[src/rtl/itma_pkg.sv]
`timescale 1ns / 1ps
`default_nettype none

package itma_pkg;

    localparam int SAMPLES_PER_CHANNEL = 10;
    localparam int CHANNELS            = 4;
    localparam int CH_W                = $clog2(CHANNELS);
    localparam int SAMPLE_W            = 12;
    localparam int SAMPLE_MAX          = (1 << SAMPLE_W) - 1;
    localparam int TRIM_COUNT          = 2;
    localparam int TRIM_DIV            = SAMPLES_PER_CHANNEL - TRIM_COUNT;

    localparam int SUM_W   = $clog2(SAMPLES_PER_CHANNEL * SAMPLE_MAX + 1);
    localparam int FRAME_W = $clog2(SAMPLES_PER_CHANNEL);
    localparam int DIV_W   = $clog2(TRIM_DIV + 1);

    // reciprocal multiply, estimate is exact or one low
    localparam int DIV_SHIFT = SUM_W + 6;
    localparam int MULT_W    = DIV_SHIFT + 1;
    localparam int PROD_W    = SUM_W + MULT_W;
    localparam logic [MULT_W-1:0] DIV_MULT = MULT_W'((64'd1 << DIV_SHIFT) / TRIM_DIV);

    localparam int LEVEL_W   = 16;
    localparam int LEVEL_MAX = (1 << LEVEL_W) - 1;
    localparam int BASE_W    = 16;
    localparam int OFFSET_W  = 13;
    localparam int CALC_W    = ((SUM_W > BASE_W) ? SUM_W : BASE_W) + 2;

    localparam int CFG_INDEX_W = 3;
    localparam int CFG_DATA_W  = 16;

    typedef enum logic [CFG_INDEX_W-1:0] {
        REG_BASE       = 3'd0,
        REG_OFFSET_CH0 = 3'd1,
        REG_OFFSET_CH1 = 3'd2,
        REG_OFFSET_CH2 = 3'd3,
        REG_OFFSET_CH3 = 3'd4
    } cfg_reg_t;

    typedef enum logic [2:0] {
        ST_IDLE,
        ST_UPDATE,
        ST_READ,
        ST_DIVIDE,
        ST_CORRECT,
        ST_EMIT
    } state_t;

    typedef struct packed {
        logic [SUM_W-1:0]    sum;
        logic [SAMPLE_W-1:0] peak;
        logic [SAMPLE_W-1:0] floor_val;
    } entry_t;

endpackage

`default_nettype wire

[src/rtl/interleaved_trimmed_mean_averager_top.sv]
// Channel   Direction  Handshake             Payload
// in        in         in_valid / in_ready   sample
// out       out        out_valid / out_ready channel, level, last
// cfg       in         cfg_we                cfg_index, cfg_data
//
// A sample is handled as a memory read, then a modify and write back.
// After the last sample of a frame each channel steps through read, reciprocal
// multiply, correction and emit, one channel after another.
// Output stalls hold the emit step; no request is taken until all four are loaded.
// Reset clears control and config; the frame memory is rebuilt by the first round.
`timescale 1ns / 1ps
`default_nettype none

module interleaved_trimmed_mean_averager_top (
    input  wire logic                             clk,
    input  wire logic                             rst_n,
    input  wire logic                             in_valid,
    output logic                                  in_ready,
    input  wire logic [itma_pkg::SAMPLE_W-1:0]    sample,
    output logic                                  out_valid,
    input  wire logic                             out_ready,
    output logic [itma_pkg::CH_W-1:0]             channel,
    output logic [itma_pkg::LEVEL_W-1:0]          level,
    output logic                                  last,
    input  wire logic                             cfg_we,
    input  wire logic [itma_pkg::CFG_INDEX_W-1:0] cfg_index,
    input  wire logic [itma_pkg::CFG_DATA_W-1:0]  cfg_data
);
    import itma_pkg::*;

    state_t                      state_reg, state_next;
    logic [FRAME_W-1:0]          frame_pos_reg, frame_pos_next;
    logic [CH_W-1:0]             lane_reg, lane_next;
    logic [CH_W-1:0]             k_reg, k_next;
    logic [SAMPLE_W-1:0]         sample_reg, sample_next;
    logic [SUM_W-1:0]            rest_reg, rest_next;
    logic [SUM_W-1:0]            q0_reg, q0_next;
    logic [SUM_W-1:0]            q_reg, q_next;
    logic                        out_valid_reg, out_valid_next;
    logic [CH_W-1:0]             channel_reg, channel_next;
    logic [LEVEL_W-1:0]          level_reg, level_next;
    logic                        last_reg, last_next;

    logic signed [BASE_W-1:0]    base_reg;
    logic signed [OFFSET_W-1:0]  offset_reg [CHANNELS];

    entry_t                      mem [CHANNELS];
    entry_t                      rdata;
    entry_t                      wdata;
    logic [CH_W-1:0]             raddr;
    logic                        mem_we;

    logic                        frame_end;
    logic                        emit_fire;
    logic [PROD_W-1:0]           prod;
    logic [SUM_W-1:0]            rem;
    logic signed [CALC_W-1:0]    calc;

    assign frame_end = (lane_reg == CH_W'(CHANNELS - 1))
        && (({1'b0, frame_pos_reg} + (FRAME_W+1)'(1)) == (FRAME_W+1)'(SAMPLES_PER_CHANNEL));
    assign emit_fire = (state_reg == ST_EMIT) && (!out_valid_reg || out_ready);

    assign in_ready  = (state_reg == ST_IDLE);
    assign out_valid = out_valid_reg;
    assign channel   = channel_reg;
    assign level     = level_reg;
    assign last      = last_reg;

    always_ff @(posedge clk)
    begin
        if (mem_we)
        begin
            mem[lane_reg] <= wdata;
        end
        rdata <= mem[raddr];
    end

    always_ff @(posedge clk or negedge rst_n)
    begin
        if (!rst_n)
        begin
            base_reg <= '0;
            for (int i = 0; i < CHANNELS; i++)
            begin
                offset_reg[i] <= '0;
            end
        end
        else if (cfg_we)
        begin
            case (cfg_index)
                REG_BASE:       base_reg      <= cfg_data[BASE_W-1:0];
                REG_OFFSET_CH0: offset_reg[0] <= cfg_data[OFFSET_W-1:0];
                REG_OFFSET_CH1: offset_reg[1] <= cfg_data[OFFSET_W-1:0];
                REG_OFFSET_CH2: offset_reg[2] <= cfg_data[OFFSET_W-1:0];
                REG_OFFSET_CH3: offset_reg[3] <= cfg_data[OFFSET_W-1:0];
                default:        ;
            endcase
        end
    end

    always_comb
    begin
        state_next = state_reg;
        case (state_reg)
            ST_IDLE:
            begin
                if (in_valid)
                begin
                    state_next = ST_UPDATE;
                end
            end
            ST_UPDATE:  state_next = frame_end ? ST_READ : ST_IDLE;
            ST_READ:    state_next = ST_DIVIDE;
            ST_DIVIDE:  state_next = ST_CORRECT;
            ST_CORRECT: state_next = ST_EMIT;
            ST_EMIT:
            begin
                if (emit_fire)
                begin
                    state_next = (k_reg == CH_W'(CHANNELS - 1)) ? ST_IDLE : ST_READ;
                end
            end
            default:    state_next = ST_IDLE;
        endcase
    end

    always_comb
    begin
        frame_pos_next = frame_pos_reg;
        lane_next      = lane_reg;
        k_next         = k_reg;
        sample_next    = sample_reg;
        rest_next      = rest_reg;
        q0_next        = q0_reg;
        q_next         = q_reg;
        out_valid_next = out_valid_reg;
        channel_next   = channel_reg;
        level_next     = level_reg;
        last_next      = last_reg;
        raddr          = lane_reg;
        mem_we         = 1'b0;
        wdata          = rdata;
        prod           = '0;
        rem            = '0;
        calc           = '0;

        if (out_valid_reg && out_ready)
        begin
            out_valid_next = 1'b0;
        end

        case (state_reg)
            ST_IDLE:
            begin
                sample_next = sample;
            end
            ST_UPDATE:
            begin
                mem_we = 1'b1;
                if (frame_pos_reg == '0)
                begin
                    wdata.sum       = SUM_W'(sample_reg);
                    wdata.peak      = sample_reg;
                    wdata.floor_val = sample_reg;
                end
                else
                begin
                    wdata.sum = rdata.sum + SUM_W'(sample_reg);
                    if (sample_reg > rdata.peak)
                    begin
                        wdata.peak = sample_reg;
                    end
                    if (sample_reg < rdata.floor_val)
                    begin
                        wdata.floor_val = sample_reg;
                    end
                end
                lane_next = lane_reg + CH_W'(1);
                k_next    = '0;
                if (lane_reg == CH_W'(CHANNELS - 1) && !frame_end)
                begin
                    frame_pos_next = frame_pos_reg + FRAME_W'(1);
                end
            end
            ST_READ:
            begin
                raddr = k_reg;
            end
            ST_DIVIDE:
            begin
                rest_next = rdata.sum - SUM_W'(rdata.peak) - SUM_W'(rdata.floor_val);
                prod      = PROD_W'(rest_next) * PROD_W'(DIV_MULT);
                q0_next   = prod[DIV_SHIFT +: SUM_W];
            end
            ST_CORRECT:
            begin
                rem    = rest_reg - SUM_W'(q0_reg * SUM_W'(TRIM_DIV));
                q_next = (rem >= SUM_W'(TRIM_DIV)) ? q0_reg + SUM_W'(1) : q0_reg;
            end
            ST_EMIT:
            begin
                calc = CALC_W'(q_reg) + CALC_W'(base_reg) - CALC_W'(offset_reg[k_reg]);
                if (emit_fire)
                begin
                    out_valid_next = 1'b1;
                    channel_next   = k_reg;
                    last_next      = (k_reg == CH_W'(CHANNELS - 1));
                    if (calc < 0)
                    begin
                        level_next = '0;
                    end
                    else if (calc > CALC_W'(LEVEL_MAX))
                    begin
                        level_next = LEVEL_W'(LEVEL_MAX);
                    end
                    else
                    begin
                        level_next = calc[LEVEL_W-1:0];
                    end
                    k_next = k_reg + CH_W'(1);
                    if (k_reg == CH_W'(CHANNELS - 1))
                    begin
                        frame_pos_next = '0;
                    end
                end
            end
            default: ;
        endcase
    end

    always_ff @(posedge clk or negedge rst_n)
    begin
        if (!rst_n)
        begin
            state_reg     <= ST_IDLE;
            frame_pos_reg <= '0;
            lane_reg      <= '0;
            k_reg         <= '0;
            out_valid_reg <= 1'b0;
        end
        else
        begin
            state_reg     <= state_next;
            frame_pos_reg <= frame_pos_next;
            lane_reg      <= lane_next;
            k_reg         <= k_next;
            out_valid_reg <= out_valid_next;
        end
    end

    always_ff @(posedge clk)
    begin
        sample_reg  <= sample_next;
        rest_reg    <= rest_next;
        q0_reg      <= q0_next;
        q_reg       <= q_next;
        channel_reg <= channel_next;
        level_reg   <= level_next;
        last_reg    <= last_next;
    end

`ifndef SYNTHESIS
    a_accept_updates: assert property (@(posedge clk) disable iff (!rst_n)
        (in_valid && in_ready) |=> (state_reg == ST_UPDATE))
        else $error("accepted sample not followed by update");

    a_emit_lane_zero: assert property (@(posedge clk) disable iff (!rst_n)
        (state_reg == ST_READ || state_reg == ST_DIVIDE || state_reg == ST_CORRECT
         || state_reg == ST_EMIT) |-> (lane_reg == '0))
        else $error("lane moved during frame emission");

    a_last_on_final: assert property (@(posedge clk) disable iff (!rst_n)
        (out_valid && last) |-> (channel == CH_W'(CHANNELS - 1)))
        else $error("last flag on wrong channel");

    a_quotient_exact: assert property (@(posedge clk) disable iff (!rst_n)
        (state_reg == ST_EMIT) |->
        ((PROD_W'(q_reg) * PROD_W'(TRIM_DIV) <= PROD_W'(rest_reg))
         && (PROD_W'(rest_reg) < (PROD_W'(q_reg) + PROD_W'(1)) * PROD_W'(TRIM_DIV))))
        else $error("trimmed mean quotient out of range");
`endif

endmodule

`default_nettype wire

[config.mk]
export PLATFORM = sky130hd
export DESIGN_NAME = interleaved_trimmed_mean_averager_top
export DESIGN_NICKNAME = d
export VERILOG_FILES = /design/src/rtl/itma_pkg.sv /design/src/rtl/interleaved_trimmed_mean_averager_top.sv
export SDC_FILE = /design/constraint.sdc
export NUM_CORES = 1
export LEC_CHECK = 0
export BUFFER_PORTS_ARGS = -buffer_cell sky130_fd_sc_hd__buf_2
export CAP_MARGIN = 10
export CORE_UTILIZATION = 58
export CTS_BUF_LIST = sky130_fd_sc_hd__clkbuf_2
export DETAILED_ROUTE_END_ITERATION = 12
export PLACE_DENSITY = 0.78
export SETUP_SLACK_MARGIN = 0.1
export SLEW_MARGIN = 20
export SYNTH_ARGS = -nofsm -noshare
export SYNTH_HDL_FRONTEND = slang
export SYNTH_SLANG_ARGS = --single-unit
[constraint.sdc]
create_clock -name clk -period 4.3 [get_ports clk]
set_clock_uncertainty 0.1 [all_clocks]
set_input_delay 0.645 -clock clk [delete_from_list [all_inputs] [get_ports clk]]
set_output_delay 0.645 -clock clk [all_outputs]
set_load 0.005 [all_outputs]
==> summary.log <==
INFO  detailed_routing route.vias.total=9257
INFO  grt            grt_first_pass_wirelength=49700µm
INFO  finish         largest_register_ffs=160
INFO  pwr            power.density_cell_area=882mW/mm²
INFO  floorplan      num_rows=59
INFO  finish         mostFrequentLayoutCell=sky130_fd_sc_hd__edfxtp_1
INFO  setup_path     timing.reg2reg.setup_slack=0.30ns
INFO  detailed_routing finalWirelength=30100µm
INFO  floorplan      die_h=166µm
INFO  setup_path     arrival=4.51ns
INFO  finish         finalNetCount=1383
INFO  cts            cts_num_sinks=337
INFO  yosys          syn_inst=1078
INFO  grt            antenna_found_initial=1
INFO  placed_design  hpwlAfterDp=19800µm
INFO  finish         fillers=1878
INFO  yosys          synth-warning-count=0
INFO  cts            max-clock-path-buffers=3
INFO  cts            clock_tree.htree_level_count=3
INFO  grt            overflow=0
INFO  floorplan      start_util=59.5%
INFO  pwr            worst_ir_drop_vdd=0.635mV
INFO  yosys          sequential_area_share_after_synthesis=59.6%
INFO  cts            cts_tree=done
INFO  cts            root_buffer=sky130_fd_sc_hd__clkbuf_2
INFO  yosys          postSynthNetCount=1216
INFO  timing         timing.final.ws_setup=0.295ns
INFO  finish         layout.core_utilization=67.1%
INFO  yosys          synth.largest_area_cell=sky130_fd_sc_hd__edfxtp_1
INFO  yosys          synth_async_sr_flop_share=23.7%
INFO  setup_path     setup.worst_path.class=register to register
INFO  grt            grt_start_max_net_pins=81
INFO  yosys          yosysTopAreaCellShare=41.7%
INFO  yosys          yosysUniqueCellTypes=61
INFO  detailed_routing vias_per_cell=5.60
INFO  timing         finalCritPeriodShare=93.1%
INFO  setup_path     timing.critical_path.from_type=register
INFO  detailed_routing detail_route.first_pass.iterations=10
INFO  finish         mostFrequentLayoutCells=sky130_fd_sc_hd__edfxtp_1, sky130_fd_sc_hd__clkbuf_2, sky130_fd_sc_hd__inv_1
INFO  yosys          number_of_register_bits_inferred_by_synthesis=337
INFO  cts            tritoncts_buffer_count=83
INFO  timing         finalMaxSlewViolations=0
INFO  floorplan      core=0.0263mm²
INFO  yosys          synthesis.area=0.0156mm²
INFO  finish         drive_above_1_share=28.8%
INFO  detailed_routing drt_iter0_drc=462
INFO  setup_path     startpoint=k_reg[0]$_DFFE_PN0P_
INFO  detailed_routing drc_errors=10
INFO  worst_hold_path worstHoldPathType=input pin to register
INFO  setup_path     endpoint=level[5]$_SDFFCE_PN0P_
INFO  setup_path     reg2reg_depth=13
INFO  run            drv_cap=0
INFO  timing         slew_headroom=42.3%
INFO  placed_design  gp_congestion=0.881
INFO  pwr            power.static_leakage=7.23nW
INFO  timing         rsz0062_at_grt=true
INFO  status         violations_in_the_final_reports=DRC
INFO  timing         hold_viol=0
INFO  grt            grtUsageTotal=23.0%
INFO  placed_design  placed_cells=1459
INFO  setup_path     beginning_of_the_worst_register_to_register_path=k_reg[0]$_DFFE_PN0P_
INFO  timing         maxClockFrequency=0.250GHz
INFO  yosys          postSynth.topFlopCell=sky130_fd_sc_hd__edfxtp_1
INFO  finish         final_cells=1652
INFO  floorplan      ioPinCount=57
INFO  grt            grt_pass1_vias=9949
INFO  timing         setup_viol=0
INFO  placed_design  portBuffers=56
INFO  cts            clk_pin_slew=0.11ns
INFO  floorplan      die_w=166µm
INFO  floorplan      floorplan_die_area=0.0276mm²
INFO  finish         synth_to_final_area_change=12.8%
INFO  setup_path     critical_path.max_fanout=9
INFO  setup_path     r2r_end=level[5]$_SDFFCE_PN0P_
INFO  yosys          synth-edff-count=217
INFO  timing         tightestPinTransition=0.863ns
INFO  setup_path     timing.critical_path.to_type=register
INFO  status         outcome=finished with violations
INFO  detailed_routing postRouteAntennaNets=0
INFO  placed_design  pre_cts_ws=0.0608ns
INFO  yosys          synth.avg_cell_area=14.5µm²
INFO  yosys          synth.area.top_cells=sky130_fd_sc_hd__edfxtp_1, sky130_fd_sc_hd__dfrtp_1, sky130_fd_sc_hd__mux4_2
INFO  setup_path     cp.required=4.80ns
INFO  timing         finalCriticalPeriod=4.00ns
INFO  timing         fin_tns_setup=0ns
INFO  detailed_routing detail_route.wl_per_cell=18.2µm
INFO  cts            worstSkewPairLatency=0.86ns
[per-stage QoR]
stage	cell area (µm²)	hold WS, ns	total power, mW
finish	17600	0.294	15.5
global route	17600	0.239	16.8
CTS	17600	0.205	15.6
detailed placement	16400	0.305	13.3
global placement	16400	0.301	13.0
floorplan	15600	0.249	11.4
[cells by family after synthesis]
group,count (synthesis),share of synthesized area [%]
flops,337,59.6
buf+inv,131,3.24
compound gates,180,7.52
fa+ha+maj,102,9.32
mux,134,13.4
xor+xnor,33,1.90
simple gates,161,4.99
[cell usage after synthesis (8+ instances only)]
cell	count
sky130_fd_sc_hd__a21o_1	23
sky130_fd_sc_hd__a21oi_1	44
sky130_fd_sc_hd__a21oi_2	10
sky130_fd_sc_hd__a31oi_1	11
sky130_fd_sc_hd__clkbuf_1	23
sky130_fd_sc_hd__dfrtp_1	80
sky130_fd_sc_hd__dfxtp_1	40
sky130_fd_sc_hd__edfxtp_1	217
sky130_fd_sc_hd__fa_1	24
sky130_fd_sc_hd__ha_1	78
sky130_fd_sc_hd__inv_1	98
sky130_fd_sc_hd__mux2_2	76
sky130_fd_sc_hd__mux4_2	53
sky130_fd_sc_hd__nand2_1	54
sky130_fd_sc_hd__nand2b_1	9
sky130_fd_sc_hd__nor2_1	40
sky130_fd_sc_hd__nor2b_1	9
sky130_fd_sc_hd__o211ai_1	9
sky130_fd_sc_hd__o21a_1	8
sky130_fd_sc_hd__o21ai_0	43
sky130_fd_sc_hd__xnor2_1	18
sky130_fd_sc_hd__xor2_1	14
[how the worst min path moves through the flow]
| stage | from | end | slack (ns) | depth (start not counted) |
|---|---|---|---|---|
| after floorplan | rst_n | base_reg[0]$_DFFE_PN0P_ | 0.25 | 0 |
| after global placement | rest_reg[14]$_DFFE_PP_ | q_reg[11]$_DFFE_PP_ | 0.30 | 0 |
| after detailed placement | rest_reg[14]$_DFFE_PP_ | q_reg[11]$_DFFE_PP_ | 0.30 | 0 |
| after CTS | cfg_index[1] | base_reg[10]$_DFFE_PN0P_ | 0.20 | 5 |
| after global routing | cfg_index[1] | base_reg[9]$_DFFE_PN0P_ | 0.24 | 5 |
| final | cfg_index[1] | base_reg[10]$_DFFE_PN0P_ | 0.29 | 5 |
[power by group]
| group | switching (mW) | internal, mW | leakage (nW) |
|---|---|---|---|
| Combinational | 4.22 | 3.45 | 3.32 |
| Clock | 1.27 | 0.981 | 0.623 |
| Sequential | 0.529 | 5.10 | 3.29 |
| Total | 6.02 | 9.53 | 7.23 |
[layer usage]
metal,GRT usage (%),vias up,part of all wire [%]
met4,8.57,0,1.9
met1,28.2,4616,42
met2,40.6,218,51
met5,0,-,0
met3,4.19,48,4.3
li1,-,4375,-
[layout make-up]
cell class	instances	area, µm²	share of cell area, %
Clock buffer	129	646	3.66
Multi-Input combinational cell	610	5860	33.2
Antenna cell	2	5.00	0.0284
Timing Repair Buffer	115	820	4.65
Tap cell	335	419	2.38
Clock inverter	26	194	1.10
Sequential cell	337	9320	52.9
Inverter	98	368	2.09
[worst max-delay path: stages (launching register included)]
cell and delay [ns]:
sky130_fd_sc_hd__dfrtp_1 0.40, sky130_fd_sc_hd__buf_4 0.13, sky130_fd_sc_hd__mux4_2 0.50, sky130_fd_sc_hd__fa_1 0.49, sky130_fd_sc_hd__inv_1 0.05, sky130_fd_sc_hd__ha_1 0.34
sky130_fd_sc_hd__nor2b_1 0.17, sky130_fd_sc_hd__o31a_1 0.33, sky130_fd_sc_hd__o32ai_4 0.33, sky130_fd_sc_hd__o31ai_2 0.11, sky130_fd_sc_hd__a311o_1 0.38, sky130_fd_sc_hd__xor2_2 0.19
sky130_fd_sc_hd__buf_4 0.22, sky130_fd_sc_hd__a21oi_2 0.06
[what timing repair did]
action | 4_1_cts | 5_1_grt
hold buffers | 31 | 0
endpoints found under the setup margin | 9 | 15
hold endpoints to repair | 158 | 0
pin swaps | 0 | 2
cloned | 0 | 0
buffers inserted | 2 | 3
gates resized for setup | 0 | 1
Power figures use the tool's default switching activity.
